[src/hdl/sbe_pkg.sv]
// ----------------------------------------------------------------------------
// sbe_pkg
// types and constants shared by the oscillator bank evaluator
// ----------------------------------------------------------------------------
package sbe_pkg;

    localparam int AMP_W = 16;
    localparam int PH_W  = 32;
    localparam int SUM_W = 40;

    typedef enum logic [1:0] {
        ST_IDLE,
        ST_RUN,
        ST_DRAIN,
        ST_OUT
    } state_t;

    typedef struct packed {
        logic clear;
        logic issue;
        logic capture;
    } cmd_t;

    typedef struct packed {
        logic busy;
    } stat_t;

endpackage

[src/hdl/sbe_control.sv]
// ----------------------------------------------------------------------------
// sbe_control
// sequencer for loads, evaluation sweeps and result handoff
// ----------------------------------------------------------------------------
module sbe_control #(
    parameter int IDX_W = 8,
    parameter int NUM_OSC = 256
) (
    input  logic             clk,
    input  logic             rst_n,
    input  logic             in_valid,
    output logic             in_ready,
    input  logic             in_eval,
    input  logic [8:0]       active_count,
    output logic             out_valid,
    input  logic             out_ready,
    output logic [IDX_W-1:0] rd_addr,
    output sbe_pkg::cmd_t    cmd,
    input  sbe_pkg::stat_t   stat
);

    localparam int CNT_W = IDX_W + 1;
    localparam int CW    = (CNT_W > 9) ? CNT_W : 9;

    sbe_pkg::state_t state_reg, state_next;
    logic [CNT_W-1:0] cnt_reg, cnt_next, lim_reg, lim_next;
    logic [CW-1:0] ac_w;

    always_ff @(posedge clk or negedge rst_n)
    begin
        if (!rst_n)
        begin
            state_reg <= sbe_pkg::ST_IDLE;
            cnt_reg   <= '0;
            lim_reg   <= '0;
        end
        else
        begin
            state_reg <= state_next;
            cnt_reg   <= cnt_next;
            lim_reg   <= lim_next;
        end
    end

    assign rd_addr = cnt_reg[IDX_W-1:0];

    always_comb
    begin
        ac_w       = CW'(active_count);
        state_next = state_reg;
        cnt_next   = cnt_reg;
        lim_next   = lim_reg;
        in_ready   = 1'b0;
        out_valid  = 1'b0;
        cmd        = '0;
        case (state_reg)
            sbe_pkg::ST_IDLE:
            begin
                in_ready = 1'b1;
                if (in_valid && in_eval)
                begin
                    cmd.clear = 1'b1;
                    cnt_next  = '0;
                    lim_next  = (ac_w > CW'(NUM_OSC)) ? CNT_W'(NUM_OSC) : CNT_W'(ac_w);
                    state_next = sbe_pkg::ST_RUN;
                end
            end
            sbe_pkg::ST_RUN:
            begin
                if (cnt_reg < lim_reg)
                begin
                    cmd.issue = 1'b1;
                    cnt_next  = cnt_reg + 1'b1;
                end
                else
                    state_next = sbe_pkg::ST_DRAIN;
            end
            sbe_pkg::ST_DRAIN:
            begin
                if (!stat.busy)
                begin
                    cmd.capture = 1'b1;
                    state_next  = sbe_pkg::ST_OUT;
                end
            end
            sbe_pkg::ST_OUT:
            begin
                out_valid = 1'b1;
                if (out_ready)
                    state_next = sbe_pkg::ST_IDLE;
            end
            default: state_next = sbe_pkg::ST_IDLE;
        endcase
    end

    assert property (@(posedge clk) disable iff (!rst_n)
        cmd.issue |-> state_reg == sbe_pkg::ST_RUN) else $error("issue outside run");
    assert property (@(posedge clk) disable iff (!rst_n)
        cmd.capture |-> !stat.busy) else $error("capture while busy");
    assert property (@(posedge clk) disable iff (!rst_n)
        state_reg == sbe_pkg::ST_RUN |-> cnt_reg <= lim_reg) else $error("count overrun");

endmodule

[config.mk]
export PLATFORM = sky130hd
export DESIGN_NAME = sbe_control
export DESIGN_NICKNAME = d
export VERILOG_FILES = /design/src/hdl/sbe_pkg.sv /design/src/hdl/sbe_control.sv
export SDC_FILE = /design/constraint.sdc
export NUM_CORES = 1
export LEC_CHECK = 0
export ABC_AREA = 1
export BUFFER_PORTS_ARGS = -buffer_cell sky130_fd_sc_hd__buf_2
export CAP_MARGIN = 20
export CELL_PAD_IN_SITES_DETAIL_PLACEMENT = 0
export CELL_PAD_IN_SITES_GLOBAL_PLACEMENT = 1
export CORE_UTILIZATION = 40
export CTS_CLUSTER_DIAMETER = 120
export DETAILED_ROUTE_END_ITERATION = 8
export PLACE_DENSITY = 0.89
export SLEW_MARGIN = 20
export SYNTH_ARGS = -nofsm -noshare
export SYNTH_HDL_FRONTEND = slang
export SYNTH_SLANG_ARGS = --single-unit
[constraint.sdc]
create_clock -name clk -period 2.5 [get_ports clk]
set_input_delay 0.375 -clock clk [delete_from_list [all_inputs] [get_ports clk]]
set_output_delay 0.375 -clock clk [all_outputs]
set_load 0.05 [all_outputs]
# Yosys cells after proc, flatten, opt, wreduce, memory -nomap -nowiden

Cells that the tools add are included.

Add/subtract/negate cells: 1
Magnitude comparators: 2
Equal/unequal tests: 8
Mux-type cells: 17
Reduce and logical (&&, ||, !) cells: 6

Operator list:

| operator                                                        | count |
|---|---|
| 9-bit 2-to-1 mux                                                | 3 |
| 9-bit one-hot mux with 2 select lines                           | 1 |
| 2-bit inequality test, second input constant                    | 5 |
| 9-bit by 1-bit adder with 9-bit output, second input constant   | 1 |
| 9-bit greater-than comparator, second input constant            | 1 |
| 9-bit < comparator                                              | 1 |
| 1-bit 2-to-1 mux                                                | 8 |
| 2-bit 2-to-1 mux                                                | 4 |
| 2-bit one-hot mux with 4 select lines                           | 1 |
| 2-bit == test, second input constant                            | 2 |
| 4-bit AND reduction                                             | 1 |
| 3-bit AND reduction                                             | 1 |
| 2-bit by 1-bit == test with 1-bit output, second input constant | 1 |
| 2-bit zero test                                                 | 1 |
| 2-bit AND reduction                                             | 1 |
| 2-bit nonzero test                                              | 1 |
| 1-bit logical AND                                               | 1 |

Bits in registers: 20
Output and inout port bits: 13
Word-level logic and storage cells: 37

# Longest topological paths before layout

Word-level depth: 3
Depth in mapped cells: 12

# Least setup slack after synthesis

Ideal clock, no wire load.

Path type: register to output
Start: register state_reg[0]
End: output cmd[2] (netlist name)
Data arrival time: 1.764 ns
Setup slack: 0.361 ns
Cell stages (with the launch flop): 6
Path buffers: 1
Cell sequence: dfrtp_1 > inv_1 > ha_1 > inv_1 > nor3_4 > buf_2

RTL lines:

| item                   | RTL line          | text |
|---|---|---|
| start, declared        | sbe_control.sv:25 | `sbe_pkg::state_t state_reg, state_next;` |
| start signal, assigned | sbe_control.sv:33 | `state_reg <= sbe_pkg::ST_IDLE;` |
| start signal, assigned | sbe_control.sv:39 | `state_reg <= state_next;` |
| end, declared          | sbe_control.sv:18 | `output sbe_pkg::cmd_t cmd,` |

==> results by group <==
Status
  • Outcome: complete, no violations

Finish
  • Synthesis-to-layout area growth: 11.3%
  • # diodes: 0
  • Layout cells sized above 1: 17.6%
  • Nets: 246

STA
  • Final Max Slew Viols: 0
  • Final hold viol count: 0
  • Final setup vio count: 0
  • Slew HR: 69.7%
  • Slew of the pin with the lowest slew margin: approximately 460 ps
  • Min Tclk post-route: 2250 ps
  • Clock skew: approximately 2.3 ps
  • Achievable Freq: 444 MHz
  • Fin crit share: 90.0%
  • Final worst slack: 250 ps
  • RSZ-0062 raised after global routing: false
  • TNS Setup: 0 ps
  • Hold slack: 9.92 ps

Route
  • DRC Markers: 0
  • Number of DRC markers in iteration 0: 29
  • Total Routed Length: 2750 um
  • Vias after detailed routing: 1,188
  • Vias per cell: 4.53
  • Final ANT Viol Nets: 0
  • Length of the first detailed-routing pass in iterations: 4
  • WL per Instance: about 10 um

Logic synthesis
  • Synth Area in Compound Gates: 6.65%
  • Avg Inst Size Synth: 7.18 um2
  • Post-synth cell types: 20
  • Adder-cell share of the synthesized area: 11.7%
  • Synthesized instance count: 194
  • FF+latch count, synth: 20
  • Post-synthesis mux area share: 0%
  • Main combinational cell family by area after synthesis: simple AND/OR/NAND/NOR gates
  • Post-Synth Simple-Gate Area: 32.6%
  • Mapped Area: roughly 0.0014 mm2
  • Synth Area in XOR/XNOR: 0.629%
  • Sequential share of the synthesized area: 35.9%
  • Ys Warns: 0
  • Syn nets: 222

CTS
  • Hold buffers post-CTS: 0
  • Clock Latency Late Sink: 290 ps
  • CTS resizes: 0
  • Htree depth: 1
  • CTS Buf Count: 3
  • CTS clk-pin slew, worst paths: about 110 ps
  • Clk sinks: 20
  • CTS tree: built
  • Root buf cell: clkbuf_4
  • Clock buffer depth: 2
  • Setup bufs post-CTS: 0

Job
  • MaxCap Viol Count: 0

Critical path
  • Startpoint Class: flip-flop
  • Data arrival, critical path: 1880 ps
  • Worst setup path category: flip-flop to output pin
  • Critical Path Fanout Max: 7
  • Element type at the critical path end: output pin
  • Max stage delay on crit path: between 400 and 500 ps
  • Worst EP required: approximately 2100 ps
  • Worst path slowest cell: dfrtp_1
  • CP Cell Sequence: inv_1 > ha_1 > inv_2 > nor2_2 > nand2_1 > nor2_2 > nand2_2 > inv_1 > buf_2

Power
  • Lkg Pwr: around 0.87 nW
  • Switch Pwr: 0.726 mW
  • Worst vdd rail ir drop: between 0.8 and 0.9 mV
  • Combinational share of power: 57.1%
  • Pwr Density: approximately 900 mW/mm2
  • Flop pwr share: 32.4%
  • Net Sw Frac: between 50 and 60%
  • Power share of the clock group: around a tenth
  • Total internal power: 0.709 mW

Die
  • Die Y: 61.0 um
  • Initial Util: 41.7%
  • Core area: around 0.0033 mm2
  • Row count: 21
  • Die area: between 0.003 and 0.004 mm2
  • Die width: between 60 and 70 um
  • Io pins: 28

Global route
  • Initial antenna violation count: 0
  • GRT overflow: 0
  • Total GRT Usage: 17.1%
  • Largest net degree at the start of global routing: 21
  • First-pass GRT wire length: 4570 um
  • Vias in the first global route: 998

Min path
  • Hold Crit Class: primary input to asynchronous set/reset pin

Placed design
  • Setup slack after placement: 564 ps
  • PortBufs: 27
  • GP Congestion: 0.773
  • HPWL after detailed placement: 2120 um
==> metal layers <==
metal / routed length, um / up-vias / GRT usage [%]
met2: 1250 / 18 / 25.6
met4: 26 / 0 / 6.82
li1: - / 646 / -
met3: 55 / 2 / 3.20
met1: 1410 / 522 / 24.2
met5: 0 / - / 0
==> cell usage in the layout, fill, tap and decap left out, drive strengths merged <==
cell / synthesis / layout
a211oi: 1 / 1
a21oi: 7 / 7
buf: 9 / 28
clkbuf: 0 / 3
clkinv: 1 / 1
dfrtp: 20 / 20
ha: 13 / 13
inv: 28 / 28
nand2: 56 / 56
nand3: 20 / 20
nand4: 1 / 1
nor2: 25 / 25
nor3: 2 / 2
o21ai: 10 / 10
xor2: 1 / 1
==> power by group through the flow <==
stage / clock network [mW] / registers, mW / logic (mW)
2_1_floorplan: 0 / 0.460 / 0.671
3_3_place_gp: 0 / 0.471 / 0.827
3_5_place_dp: 0 / 0.473 / 0.831
4_1_cts: 0.157 / 0.466 / 0.834
5_1_grt: 0.176 / 0.480 / 0.935
6_report: 0.152 / 0.464 / 0.819
==> cells in the mapped netlist <==
master,count,area share [%]
clkinv_1,1,0.27
nand3_1,20,7.2
nand2_2,1,0.45
a211oi_1,1,0.54
nand4_1,1,0.45
a21oi_1,7,2.5
ha_1,13,12
nor3_1,1,0.36
nor2_2,2,0.90
xor2_1,1,0.63
nand2_1,53,14
buf_4,8,4.3
dfrtp_1,20,36
inv_1,27,7.3
buf_2,1,0.36
inv_2,1,0.27
nor3_4,1,1.2
nand2_4,2,1.6
o21ai_0,10,3.6
nor2_1,23,6.2
==> final cells by class <==
class	count	area, um2
timing repair buffer	28	143
fill	371	1790
clock buffer	3	22.5
multi-input combinational	136	718
sequential	20	500
inverter	29	109
tap	46	57.6
==> critical path, delay by kind of cell (launching register included) <==
family        cells  cell delay [ps]
simple gates      4              350
flops             1              430
fa+ha+maj         1              290
buf+inv           4              510
==> kinds of logic after synthesis <==
family | Yosys count
buf+inv | 38
flops | 20
compound gates | 18
simple gates | 104
fa+ha+maj | 13
xor+xnor | 1
==> worst paths after layout <==
check / start / end / slack (ps) / cells past startpoint
max: state_reg[1] / cmd[1] / 250 / 9
min: rst_n / lim_reg[4] / 10 / 1
max reg2reg: state_reg[0] / cnt_reg[6] / 710 / 8
min reg2reg: lim_reg[0] / lim_reg[0] / 500 / 2
max in group asynchronous: rst_n / cnt_reg[4] / 2180 / 1
min in group clk: active_count[0] / lim_reg[0] / 310 / 3
==> stage by stage <==
stage / instance area [um2] / util [%] / std cells / total power, mW
floorplan: 1390 / - / 194 / 1.13
global placement: 1530 / 45.8 / 259 / 1.30
detailed placement: 1530 / 45.8 / 259 / 1.30
CTS: 1550 / 46.5 / 262 / 1.46
global route: 1550 / 46.5 / 262 / 1.59
finish: 1550 / 46.5 / 262 / 1.43
No activity file was read; power rests on OpenSTA's default activity.
